## config.mk

```make
export PLATFORM = sky130hd
export DESIGN_NAME = backlight_pwm_dimmer_controller_unit
export DESIGN_NICKNAME = d
export VERILOG_FILES = /design/src/hw/rtl/bpdc_pkg.sv /design/src/hw/rtl/backlight_pwm_dimmer_controller_unit.sv /design/src/hw/rtl/bpdc_ram.sv /design/src/hw/rtl/bpdc_view.sv
export SDC_FILE = /design/constraint.sdc
export NUM_CORES = 2
export LEC_CHECK = 0
export ABC_AREA = 1
export BUFFER_PORTS_ARGS = -buffer_cell sky130_fd_sc_hd__buf_2
export CAP_MARGIN = 20
export CORE_ASPECT_RATIO = 1.25
export CORE_UTILIZATION = 67
export DETAILED_ROUTE_END_ITERATION = 8
export PLACE_DENSITY = 0.86
export RECOVER_POWER = 25
export SYNTH_ARGS = -nofsm -noshare
export SYNTH_HDL_FRONTEND = slang
export SYNTH_HIERARCHICAL = 1
export SYNTH_SLANG_ARGS = --single-unit
export TNS_END_PERCENT = 100
```

## constraint.sdc

```tcl
create_clock -name clk -period 20.9 [get_ports clk]
set_input_delay 1.045 -clock clk [delete_from_list [all_inputs] [get_ports clk]]
set_output_delay 1.045 -clock clk [all_outputs]
set_load 0.03 [all_outputs]
```

## src/hw/rtl/bpdc_pkg.sv

```systemverilog
// ----------------------------------------------------------------------------
// bpdc_pkg
// Types, register map constants and lane helpers for the backlight
// PWM / dimmer controller.
// ----------------------------------------------------------------------------
package bpdc_pkg;

  typedef enum logic [2:0] {
    CMD_PWM_RD  = 3'd0,
    CMD_PWM_WR  = 3'd1,
    CMD_DIM_RD  = 3'd2,
    CMD_DIM_WR  = 3'd3,
    CMD_GPIO_EV = 3'd4
  } cmd_e;

  typedef enum logic [1:0] {
    MODE_DEFAULT = 2'd0,
    MODE_PWM     = 2'd1,
    MODE_DIMMER  = 2'd2
  } mode_e;

  typedef struct packed {
    logic [2:0]  command;
    logic [15:0] offset;
    logic [2:0]  access_size;
    logic [31:0] write_data;
    logic [11:0] gpio_addr;
    logic [31:0] gpio_write_mask;
    logic [31:0] gpio_output_value;
  } in_word_t;

  typedef struct packed {
    logic [31:0] read_data;
    logic [1:0]  mode;
    logic        powered;
    logic [5:0]  level;
    logic [7:0]  intensity;
    logic [31:0] change_count;
    logic [31:0] pulse_count;
    logic [31:0] up_count;
    logic [31:0] down_count;
  } out_word_t;

  // state the view logic needs to derive mode / power / level
  typedef struct packed {
    logic       dimmer_touched;
    logic       pwm_touched;
    logic       power_event_seen;
    logic       power_on;
    logic [5:0] dim_level;
    logic       pwm_en;
    logic [7:0] duty;
  } view_state_t;

  localparam logic [13:0] PWM_BL_IDX    = 14'd4;
  localparam logic [13:0] DIM_CFG_IDX   = 14'd0;
  localparam logic [13:0] DIM_STAT_IDX  = 14'd1;
  localparam logic [5:0]  DIM_WIDTH_IDX = 6'd8;
  localparam int          DIM_START_BIT = 30;
  localparam int          DIM_BUSY_BIT  = 31;
  localparam int          PWM_EN_BIT    = 31;
  localparam logic [7:0]  DIM_CHAN      = 8'd8;
  localparam logic [31:0] UP_WIDTH      = 32'd127;
  localparam logic [31:0] DOWN_WIDTH    = 32'd1;
  localparam logic [11:0] GPIO_OUT_REG  = 12'h12c;
  localparam int          GPIO_BL_BIT   = 7;
  localparam logic [5:0]  SEED_LEVEL    = 6'd16;
  localparam logic [5:0]  MAX_LEVEL     = 6'd32;
  localparam logic [7:0]  INTEN_BASE    = 8'd48;
  localparam logic [7:0]  INTEN_SLOPE   = 8'd207;
  localparam logic [7:0]  DUTY_DIRECT   = 8'd32;
  localparam logic [13:0] DUTY_ROUND    = 14'd127;

  function automatic logic [31:0] lane_mask(input logic [2:0] size);
    logic [31:0] m;
    unique case (size)
      3'd1:    m = 32'h0000_00ff;
      3'd2:    m = 32'h0000_ffff;
      default: m = 32'hffff_ffff;
    endcase
    return m;
  endfunction

  function automatic logic [31:0] lane_extract(input logic [31:0] word,
                                               input logic [1:0]  lane,
                                               input logic [2:0]  size);
    logic [4:0] sh;
    sh = {lane, 3'b000};
    return (word >> sh) & lane_mask(size);
  endfunction

  // lanes shifted past bit 31 fall off
  function automatic logic [31:0] lane_merge(input logic [31:0] old,
                                             input logic [1:0]  lane,
                                             input logic [2:0]  size,
                                             input logic [31:0] data);
    logic [4:0]  sh;
    logic [31:0] m;
    sh = {lane, 3'b000};
    m  = lane_mask(size) << sh;
    return (old & ~m) | ((data << sh) & m);
  endfunction

endpackage

```

## src/hw/rtl/backlight_pwm_dimmer_controller_unit.sv

```systemverilog
// ----------------------------------------------------------------------------
// backlight_pwm_dimmer_controller_unit
// Register access engine for a PWM bank and a dimmer bank, with start-pulse
// level stepping, GPIO power events and a backlight view on every result.
// ----------------------------------------------------------------------------
//  channel | dir | handshake          | word
//  --------+-----+--------------------+------------------------------------
//  in_     | in  | in_valid/in_stall   | in_word  (access or gpio event)
//  out_    | out | out_valid/out_stall | out_word (read data + view)
//
//  One word per cycle sustained while the output does not stall; out_valid is
//  registered from stage 1 after the accept. Stage 0 reads the bank RAM and updates
//  the dimmer config register; stage 1 merges / writes back and registers the result.
//  A write in the previous commit is forwarded to a read of the same entry.
//  Per-entry valid bits make both banks read as zero after reset, no sweep.
//  A stalled output holds the second stage, which back-pressures the input.
// ----------------------------------------------------------------------------
module backlight_pwm_dimmer_controller_unit #(
  parameter int PWM_WORDS    = 8,
  parameter int DIMMER_WORDS = 16
) (
  input  logic                 clk,
  input  logic                 rst_n,
  input  logic                 in_valid,
  output logic                 in_stall,
  input  bpdc_pkg::in_word_t   in_word,
  output logic                 out_valid,
  input  logic                 out_stall,
  output bpdc_pkg::out_word_t  out_word
);
  import bpdc_pkg::*;

  localparam int PAW = $clog2(PWM_WORDS);
  localparam int DAW = $clog2(DIMMER_WORDS);

  // ---------------- stage 0: accept, read issue, config register
  logic        in_accept;
  logic        s1_fire;
  logic        out_ready;
  logic [13:0] idx0;
  logic        pok0, dok0;
  logic        cfg_wr0;
  logic [31:0] cfg_new0;
  logic [5:0]  widx0;
  logic        wok0;
  logic        pulse0;
  logic [DAW-1:0] daddr0;

  logic [31:0] cfg_r;

  assign in_accept = in_valid && !in_stall;
  assign idx0      = in_word.offset[15:2];
  assign pok0      = idx0 < 14'(PWM_WORDS);
  assign dok0      = idx0 < 14'(DIMMER_WORDS);
  assign cfg_wr0   = (cmd_e'(in_word.command) == CMD_DIM_WR) && dok0 && (idx0 == DIM_CFG_IDX);
  assign cfg_new0  = lane_merge(cfg_r, in_word.offset[1:0], in_word.access_size,
                                in_word.write_data);
  assign pulse0    = cfg_wr0 && !cfg_r[DIM_START_BIT] && cfg_new0[DIM_START_BIT];
  // one width word per group of 8 channels
  assign widx0     = DIM_WIDTH_IDX + {1'b0, cfg_new0[7:3]};
  assign wok0      = {1'b0, widx0} < 7'(DIMMER_WORDS);
  assign daddr0    = cfg_wr0 ? widx0[DAW-1:0] : idx0[DAW-1:0];

  always_ff @(posedge clk) begin
    if (!rst_n) begin
      cfg_r <= '0;
    end else if (in_accept && cfg_wr0) begin
      cfg_r <= cfg_new0;
    end
  end

  // ---------------- stage 1 registers
  logic           s1_vld_r;
  cmd_e           s1_cmd_r;
  logic [1:0]     s1_lane_r;
  logic [2:0]     s1_size_r;
  logic [31:0]    s1_data_r;
  logic           s1_pok_r, s1_dok_r;
  logic [PAW-1:0] s1_paddr_r;
  logic [DAW-1:0] s1_daddr_r;
  logic           s1_is_bl_r, s1_is_cfg_r, s1_is_stat_r;
  logic [31:0]    s1_cfg_rd_r;
  logic           s1_pulse_r, s1_chan8_r, s1_wok_r;
  logic           s1_gact_r, s1_gval_r;

  always_ff @(posedge clk) begin
    if (!rst_n) begin
      s1_vld_r <= 1'b0;
    end else if (in_accept) begin
      s1_vld_r <= 1'b1;
    end else if (s1_fire) begin
      s1_vld_r <= 1'b0;
    end
  end

  always_ff @(posedge clk) begin
    if (in_accept) begin
      s1_cmd_r     <= cmd_e'(in_word.command);
      s1_lane_r    <= in_word.offset[1:0];
      s1_size_r    <= in_word.access_size;
      s1_data_r    <= in_word.write_data;
      s1_pok_r     <= pok0;
      s1_dok_r     <= dok0;
      s1_paddr_r   <= idx0[PAW-1:0];
      s1_daddr_r   <= daddr0;
      s1_is_bl_r   <= idx0 == PWM_BL_IDX;
      s1_is_cfg_r  <= idx0 == DIM_CFG_IDX;
      s1_is_stat_r <= idx0 == DIM_STAT_IDX;
      s1_cfg_rd_r  <= cfg_r;
      s1_pulse_r   <= pulse0;
      s1_chan8_r   <= cfg_new0[7:0] == DIM_CHAN;
      s1_wok_r     <= wok0;
      s1_gact_r    <= (in_word.gpio_addr == GPIO_OUT_REG) &&
                      in_word.gpio_write_mask[GPIO_BL_BIT];
      s1_gval_r    <= in_word.gpio_output_value[GPIO_BL_BIT];
    end
  end

  // ---------------- bank memories
  logic           pwe, dwe;
  logic [31:0]    pwdata, dwdata;
  logic [31:0]    pq, dq;

  bpdc_ram #(.WIDTH(32), .DEPTH(PWM_WORDS)) u_pwm_ram (
    .clk   (clk),
    .we    (pwe),
    .waddr (s1_paddr_r),
    .wdata (pwdata),
    .re    (in_accept),
    .raddr (idx0[PAW-1:0]),
    .rdata (pq)
  );

  bpdc_ram #(.WIDTH(32), .DEPTH(DIMMER_WORDS)) u_dim_ram (
    .clk   (clk),
    .we    (dwe),
    .waddr (s1_daddr_r),
    .wdata (dwdata),
    .re    (in_accept),
    .raddr (daddr0),
    .rdata (dq)
  );

  // valid bits and last-write forwarding
  logic [PWM_WORDS-1:0]    pvld_r;
  logic [DIMMER_WORDS-1:0] dvld_r;
  logic                    pfw_vld_r, dfw_vld_r;
  logic [PAW-1:0]          pfw_addr_r;
  logic [DAW-1:0]          dfw_addr_r;
  logic [31:0]             pfw_data_r, dfw_data_r;

  always_ff @(posedge clk) begin
    if (!rst_n) begin
      pvld_r    <= '0;
      dvld_r    <= '0;
      pfw_vld_r <= 1'b0;
      dfw_vld_r <= 1'b0;
    end else if (s1_fire) begin
      pfw_vld_r <= pwe;
      dfw_vld_r <= dwe;
      if (pwe) begin
        pvld_r[s1_paddr_r] <= 1'b1;
      end
      if (dwe) begin
        dvld_r[s1_daddr_r] <= 1'b1;
      end
    end
  end

  always_ff @(posedge clk) begin
    if (s1_fire) begin
      pfw_addr_r <= s1_paddr_r;
      pfw_data_r <= pwdata;
      dfw_addr_r <= s1_daddr_r;
      dfw_data_r <= dwdata;
    end
  end

  logic [31:0] pold, dold;

  always_comb begin
    if (pfw_vld_r && pfw_addr_r == s1_paddr_r) begin
      pold = pfw_data_r;
    end else if (pvld_r[s1_paddr_r]) begin
      pold = pq;
    end else begin
      pold = '0;
    end
    if (dfw_vld_r && dfw_addr_r == s1_daddr_r) begin
      dold = dfw_data_r;
    end else if (dvld_r[s1_daddr_r]) begin
      dold = dq;
    end else begin
      dold = '0;
    end
  end

  // ---------------- stage 1: modify / write back
  logic        pwm_touched_r, dimmer_touched_r, power_event_seen_r, power_on_r;
  logic [5:0]  dim_level_r;
  logic        busy_r;
  logic [31:0] pw_r;
  logic [31:0] generation_r, pulse_total_r, up_total_r, down_total_r;

  logic        pwm_touched_nxt, dimmer_touched_nxt, power_event_seen_nxt, power_on_nxt;
  logic [5:0]  dim_level_nxt;
  logic        busy_nxt;
  logic [31:0] pw_nxt;
  logic [31:0] generation_nxt, pulse_total_nxt, up_total_nxt, down_total_nxt;
  logic [31:0] rd;
  logic [31:0] pmerged, dmerged, dword, width;
  logic [5:0]  base_level;

  assign pmerged    = lane_merge(pold, s1_lane_r, s1_size_r, s1_data_r);
  assign dmerged    = lane_merge(dold, s1_lane_r, s1_size_r, s1_data_r);
  assign width      = s1_wok_r ? dold : 32'd0;
  assign base_level = dimmer_touched_r ? dim_level_r : SEED_LEVEL;

  always_comb begin
    pwm_touched_nxt      = pwm_touched_r;
    dimmer_touched_nxt   = dimmer_touched_r;
    power_event_seen_nxt = power_event_seen_r;
    power_on_nxt         = power_on_r;
    dim_level_nxt        = dim_level_r;
    busy_nxt             = busy_r;
    pw_nxt               = pw_r;
    generation_nxt       = generation_r;
    pulse_total_nxt      = pulse_total_r;
    up_total_nxt         = up_total_r;
    down_total_nxt       = down_total_r;
    rd                   = '0;
    pwe                  = 1'b0;
    dwe                  = 1'b0;
    pwdata               = pmerged;
    dwdata               = dmerged;
    dword                = dold;

    unique case (s1_cmd_r)
      CMD_PWM_RD: begin
        if (s1_pok_r) begin
          rd = lane_extract(pold, s1_lane_r, s1_size_r);
        end
      end
      CMD_PWM_WR: begin
        if (s1_pok_r) begin
          pwe = 1'b1;
          if (s1_is_bl_r) begin
            pwm_touched_nxt = 1'b1;
            pw_nxt          = pmerged;
            if (pmerged != pold) begin
              generation_nxt = generation_r + 32'd1;
            end
          end
        end
      end
      CMD_DIM_RD: begin
        if (s1_dok_r) begin
          if (s1_is_cfg_r) begin
            dword = s1_cfg_rd_r;
          end else if (s1_is_stat_r) begin
            dword    = {busy_r, 31'd0};
            busy_nxt = 1'b0;   // read-to-clear, after returning the set bit
          end
          rd = lane_extract(dword, s1_lane_r, s1_size_r);
        end
      end
      CMD_DIM_WR: begin
        if (s1_dok_r) begin
          if (s1_is_stat_r) begin
            busy_nxt = 1'b0;
          end else if (!s1_is_cfg_r) begin
            dwe = 1'b1;
          end
          if (s1_pulse_r) begin
            dimmer_touched_nxt = 1'b1;
            dim_level_nxt      = base_level;
            pulse_total_nxt    = pulse_total_r + 32'd1;
            generation_nxt     = generation_r + 32'd1;
            busy_nxt           = 1'b1;
            if (s1_chan8_r && width == UP_WIDTH) begin
              if (base_level < MAX_LEVEL) begin
                dim_level_nxt = base_level + 6'd1;
              end
              up_total_nxt = up_total_r + 32'd1;
            end else if (s1_chan8_r && width == DOWN_WIDTH) begin
              if (base_level != 6'd0) begin
                dim_level_nxt = base_level - 6'd1;
              end
              down_total_nxt = down_total_r + 32'd1;
            end
          end
        end
      end
      CMD_GPIO_EV: begin
        if (s1_gact_r) begin
          if (!power_event_seen_r || s1_gval_r != power_on_r) begin
            generation_nxt = generation_r + 32'd1;
          end
          power_event_seen_nxt = 1'b1;
          power_on_nxt         = s1_gval_r;
        end
      end
      default: begin
      end
    endcase
  end

  always_ff @(posedge clk) begin
    if (!rst_n) begin
      pwm_touched_r      <= 1'b0;
      dimmer_touched_r   <= 1'b0;
      power_event_seen_r <= 1'b0;
      power_on_r         <= 1'b0;
      dim_level_r        <= '0;
      busy_r             <= 1'b0;
      pw_r               <= '0;
      generation_r       <= '0;
      pulse_total_r      <= '0;
      up_total_r         <= '0;
      down_total_r       <= '0;
    end else if (s1_fire) begin
      pwm_touched_r      <= pwm_touched_nxt;
      dimmer_touched_r   <= dimmer_touched_nxt;
      power_event_seen_r <= power_event_seen_nxt;
      power_on_r         <= power_on_nxt;
      dim_level_r        <= dim_level_nxt;
      busy_r             <= busy_nxt;
      pw_r               <= pw_nxt;
      generation_r       <= generation_nxt;
      pulse_total_r      <= pulse_total_nxt;
      up_total_r         <= up_total_nxt;
      down_total_r       <= down_total_nxt;
    end
  end

  // ---------------- view and output register
  view_state_t vst;
  logic [1:0]  v_mode;
  logic        v_powered;
  logic [5:0]  v_level;
  logic [7:0]  v_intensity;

  assign vst = '{
    dimmer_touched:   dimmer_touched_nxt,
    pwm_touched:      pwm_touched_nxt,
    power_event_seen: power_event_seen_nxt,
    power_on:         power_on_nxt,
    dim_level:        dim_level_nxt,
    pwm_en:           pw_nxt[PWM_EN_BIT],
    duty:             pw_nxt[23:16]
  };

  bpdc_view u_view (
    .st        (vst),
    .mode      (v_mode),
    .powered   (v_powered),
    .level     (v_level),
    .intensity (v_intensity)
  );

  logic      out_valid_r;
  out_word_t out_word_r;

  assign out_ready = !out_valid_r || !out_stall;
  assign s1_fire   = s1_vld_r && out_ready;
  assign in_stall  = s1_vld_r && !s1_fire;

  always_ff @(posedge clk) begin
    if (!rst_n) begin
      out_valid_r <= 1'b0;
    end else if (out_ready) begin
      out_valid_r <= s1_vld_r;
    end
  end

  always_ff @(posedge clk) begin
    if (s1_fire) begin
      out_word_r.read_data    <= rd;
      out_word_r.mode         <= v_mode;
      out_word_r.powered      <= v_powered;
      out_word_r.level        <= v_level;
      out_word_r.intensity    <= v_intensity;
      out_word_r.change_count <= generation_nxt;
      out_word_r.pulse_count  <= pulse_total_nxt;
      out_word_r.up_count     <= up_total_nxt;
      out_word_r.down_count   <= down_total_nxt;
    end
  end

  assign out_valid = out_valid_r;
  assign out_word  = out_word_r;

  // ---------------- assertions
  a_level_range: assert property (@(posedge clk) disable iff (!rst_n)
    out_valid |-> out_word.level <= MAX_LEVEL)
    else $error("level above 32");

  a_intensity_zero: assert property (@(posedge clk) disable iff (!rst_n)
    out_valid |-> ((out_word.intensity == 8'd0) ==
                   (!out_word.powered || out_word.level == 6'd0)))
    else $error("intensity inconsistent with power and level");

  a_stall_means_full: assert property (@(posedge clk) disable iff (!rst_n)
    in_stall |-> s1_vld_r && out_valid_r && out_stall)
    else $error("input stalled with free pipeline");

  a_status_write_clears: assert property (@(posedge clk) disable iff (!rst_n)
    s1_fire && s1_cmd_r == CMD_DIM_WR && s1_dok_r && s1_is_stat_r |=> !busy_r)
    else $error("busy not cleared by status write");

  a_pulse_counts: assert property (@(posedge clk) disable iff (!rst_n)
    s1_fire && s1_pulse_r |=> pulse_total_r == $past(pulse_total_r) + 32'd1 && busy_r)
    else $error("start pulse not recorded");

endmodule

```

## src/hw/rtl/bpdc_ram.sv

```systemverilog
// ----------------------------------------------------------------------------
// bpdc_ram
// Generic single-write, single-read RAM with registered read data.
// ----------------------------------------------------------------------------
module bpdc_ram #(
  parameter int WIDTH = 32,
  parameter int DEPTH = 8,
  localparam int AW   = $clog2(DEPTH)
) (
  input  logic             clk,
  input  logic             we,
  input  logic [AW-1:0]    waddr,
  input  logic [WIDTH-1:0] wdata,
  input  logic             re,
  input  logic [AW-1:0]    raddr,
  output logic [WIDTH-1:0] rdata
);

  logic [WIDTH-1:0] mem [DEPTH];

  always_ff @(posedge clk) begin
    if (we) begin
      mem[waddr] <= wdata;
    end
    if (re) begin
      rdata <= mem[raddr];
    end
  end

endmodule

```

## src/hw/rtl/bpdc_view.sv

```systemverilog
// ----------------------------------------------------------------------------
// bpdc_view
// Backlight view: mode, power, level 0..32 and intensity from controller
// state.
// ----------------------------------------------------------------------------
module bpdc_view (
  input  bpdc_pkg::view_state_t st,
  output logic [1:0]            mode,
  output logic                  powered,
  output logic [5:0]            level,
  output logic [7:0]            intensity
);
  import bpdc_pkg::*;

  logic [13:0] scaled;
  logic [13:0] quot_sum;
  logic [5:0]  duty_level;
  logic [13:0] slope_prod;

  // (duty*32+127)/255 via x/255 = (x + (x>>8) + 1) >> 8, exact for 14-bit x
  assign scaled     = {1'b0, st.duty, 5'b00000} + DUTY_ROUND;
  assign quot_sum   = scaled + (scaled >> 8) + 14'd1;
  assign duty_level = (st.duty <= DUTY_DIRECT) ? st.duty[5:0] : quot_sum[13:8];

  always_comb begin
    if (st.dimmer_touched || st.power_event_seen) begin
      mode    = MODE_DIMMER;
      powered = st.power_event_seen && st.power_on;
    end else if (st.pwm_touched) begin
      mode    = MODE_PWM;
      powered = st.pwm_en && (st.duty != 8'd0);
    end else begin
      mode    = MODE_DEFAULT;
      powered = 1'b1;
    end

    if (st.dimmer_touched) begin
      level = st.dim_level;
    end else if (st.pwm_touched) begin
      level = duty_level;
    end else begin
      level = MAX_LEVEL;
    end
  end

  assign slope_prod = 14'(level) * 14'(INTEN_SLOPE);
  assign intensity  = (!powered || level == 6'd0) ? 8'd0 : INTEN_BASE + slope_prod[12:5];

endmodule

```

==> results.tsv <==
stage	metric	value	unit
finish	final instance area	72000	um2
route	final wirelength	184000	um
min_path	Hold Path End	s1_cfg_rd_r[24]$_DFFE_PP_	
timing	Slew HR	-446	%
setup_path	reg-to-reg slack, setup	8.34	ns
cts	postcts setup bufs	0	
cts	CTS tree	yes	
placement	dpl cell area	68000	um2
floorplan	io pins	313	
run_status	outcome	finished with violations	
logic_synthesis	Synth Register Bits	1377	
logic_synthesis	most numerous cell in the Yosys netlist	nand2_1	
setup_path	CP Max Fanout	145	
cts	H-tree levels	4	
logic_synthesis	mean post-synth cell area	9.11	um2
grt	largest net degree at the start of global routing	195	
timing	final hold violations	0	
cts	Clk Tree Root Cell	clkbuf_16	
timing	Fmax achieved	79.2	MHz
run_status	failing checks	capacitance limit, slew limit	
finish	area grow syn2layout	9.25	%
timing	Setup TNS	0	ns
cts	Hold-fix buffers, CTS	0	
finish	share of cells above drive strength 1	5.52	%
logic_synthesis	Mapped Cells	7232	
logic_synthesis	Main synth FF type	edfxtp_1	
flow_run	max_cap viols	15	
setup_path	crit path capture type	flip-flop	
setup_path	Worst Path Required	21.62	ns
min_path	min-delay worst type	reg2reg	
grt	first-pass GRT wire length	277000	um
min_path	Hold Crit Depth	0	
timing	final worst path period need	12.62	ns
placement	GPL Wtd Cong	1.01	
grt	GRT Total Usage	36.7	%
logic_synthesis	Post-Syn Area	65900	um2
floorplan	Die ar.	99600	um2
route	post-route ant nets	0	
logic_synthesis	asr flop ratio synth	0	%
route	DRT iter0 DRCs	6595	
timing	setup repair after global routing missed its margin	no	
logic_synthesis	syn_nets	7406	
timing	Slew Limit Fails	1019	
setup_path	crit path launch	out_stall	
grt	Remaining Overflow, GRT	0	
floorplan	Starting Density	67.7	%
placement	Port-buffer cells	250	
finish	Filler cells	6546	
grt	vias in the first global route	50200	
power	Max rail drop VDD	0.0887	mV
timing	Slew @ Worst Pin	8.19	ns
logic_synthesis	Synth Area in Adders	0.851	%
logic_synthesis	sequential fraction of the synthesis area	59.6	%
setup_path	critical path class	in2reg	
finish	Largest Register	u_dim_ram/mem	
logic_synthesis	post-synthesis mux area share	0.0152	%
setup_path	Reg-to-Reg End	down_total_r[11]$_SDFFE_PN0P_	
cts	CTS buffer count	135	
cts	clk slew on worst S/H paths	0.06	ns
route	vias	52400	
finish	number of flip-flops in the largest register	512	
placement	Post-DP HPWL	115000	um
finish	biggest regs	u_dim_ram/mem x512, u_pwm_ram/mem x256, out_word x177	
timing	# setup viols final	0	
cts	clock sink total	1377	
logic_synthesis	area fraction in compound gates after synthesis	6.63	%
timing	Max Clock Skew	0.0406	ns
timing	fin crit share	60.4	%
setup_path	crit start category	input pin	
logic_synthesis	most frequent cells after synthesis	nand2_1 (2018), inv_1 (1257), edfxtp_1 (1169)	
finish	Final #Nets	7572	
logic_synthesis	XOR/XNOR share of the synthesized area	1.43	%
power	PwrDens	83.7	nW/um2
route	DRT Pass-1 Iters	9	
logic_synthesis	top post-synthesis cells by area	edfxtp_1 (53%), nand2_1 (11%), inv_1 (7.2%), dfxtp_1 (6.3%), nand3_1 (5.9%)	
logic_synthesis	number of synthesized flops with an enable pin	1169	
finish	register area	39300	um2
cts	Clock Latency Late Sink	0.77	ns
cts	Resized cells post-CTS	0	
logic_synthesis	post-synth top area cell	edfxtp_1	
grt	initial antenna violation count	18	
setup_path	data arrival time of the worst path	13.34	ns
logic_synthesis	Yosys cell types	64	
route	Via density	5.95	
logic_synthesis	simple-gate share of the synthesized area	21.5	%
logic_synthesis	largest family of logic cells by synthesized area	simple AND/OR/NAND/NOR gates	
finish	area occupied by multi-input gates	20300	um2
setup_path	reg2reg path depth	10	
floorplan	core area	97400	um2
logic_synthesis	Synth top area share	53.3	%
power	leakage power	31.0	nW
floorplan	die height	353	um
setup_path	worst r2r src	out_valid$_SDFFE_PN0P_	
logic_synthesis	Syn. warnings	6	
cts	Max clock buf depth	3	
floorplan	DIE WIDTH	282	um
route	Wirelength per Cell	20.9	um
floorplan	FP Rows	128	
route	drt drc	0	
report_power, final:
part | switching (W) | leakage, nW | total (W) | internal [W]
logic | 0.000388 | 16.4 | 0.000508 | 0.000120
clock network | 0.00104 | 2.07 | 0.00239 | 0.00135
registers | 0.0000454 | 12.6 | 0.00313 | 0.00308
metrics by stage:
| stage | power, W | util [%] | setup slack [ns] | cells | hold WS (ns) |
|---|---|---|---|---|---|
| 6_report | 0.00602 | 73.9 | 8.28 | 8814 | 0.432 |
| 5_1_grt | 0.00618 | 73.9 | 7.90 | 8808 | 0.446 |
| 4_1_cts | 0.00601 | 74.2 | 12.86 | 8793 | 0.431 |
| 3_5_place_dp | 0.00367 | 69.8 | 12.89 | 8553 | 0.420 |
| 3_3_place_gp | 0.00365 | 69.8 | 12.97 | 8551 | 0.412 |
| 2_1_floorplan | 0.00351 | - | 11.62 | 7232 | 0.403 |
cells in the final DEF (no fill, tap or decap), types with 8 or more instances in the layout:
cell type and instances:
nor4_1 24, diode_2 13, edfxtp_1 1169, nand2_2 13, buf_4 71, nor2_2 9
o2111ai_1 8, nor3_1 47, fa_1 8, inv_1 1257, o211ai_1 20, nand3b_1 11
nor2_1 306, nand2_1 2018, o21ai_0 296, bufinv_16 8, o22ai_1 15, a211oi_1 10
clkbuf_16 139, clkinv_2 17, a22oi_1 25, nand2_4 9, inv_6 9, nand3_1 782
o21ai_2 11, nor2_4 28, o21ai_1 37, inv_2 9, a221oi_1 19, ha_1 32
clkinv_1 20, clkbuf_1 274, buf_2 32, nand4_1 76, a21oi_1 280, xor2_1 91
dfxtp_1 208
area by class of cell:
class / count / area share (%)
clock buffer: 184 / 5.14
clock inverter: 56 / 0.782
inverter: 1277 / 6.68
multi-input combinational: 4262 / 28.1
tap: 1300 / 2.26
antenna: 13 / 0.0452
sequential: 1377 / 54.6
timing repair buffer: 345 / 2.38
routing by layer:
metal	global-route usage (%)	up-vias	part of all wire, %
li1	-	23900	-
met1	45.1	24400	35
met2	58.9	3365	47
met3	7.15	780	11
met4	23.8	14	7.0
met5	0	-	0.048
worst max-delay path by stage:
stage / endpoint / slack [ns] / cells past startpoint
after global placement: out_word[135]$_DFFE_PP_ / 12.97 / 37
after CTS: out_word[134]$_DFFE_PP_ / 12.86 / 35
after floorplan: up_total_r[12]$_SDFFE_PN0P_ / 11.62 / 6
after global routing: down_total_r[11]$_SDFFE_PN0P_ / 7.90 / 11
after detailed placement: out_word[135]$_DFFE_PP_ / 12.89 / 37
final: down_total_r[11]$_SDFFE_PN0P_ / 8.28 / 11
worst max-delay path, cell delays in order:
cell	delay, ns
buf_2	0.10
nand2_1	0.10
inv_1	0.08
nor2_4	0.07
clkbuf_1	5.64
clkinvlp_2	4.43
clkbuf_1	0.75
buf_16	0.41
a21oi_1	0.25
o21ai_0	0.18
inv_1	0.07
cells by family after synthesis:
| family | count (synthesis) |
|---|---|
| AND/OR/NAND/NOR | 3346 |
| buffers and inverters | 1593 |
| flip-flops | 1377 |
| AO/OA/AOI/OAI | 772 |
| XOR/XNOR | 103 |
| adder cells (fa/ha/maj) | 40 |
| multiplexers | 1 |
Note: power is estimated with default switching activity, not from simulation.
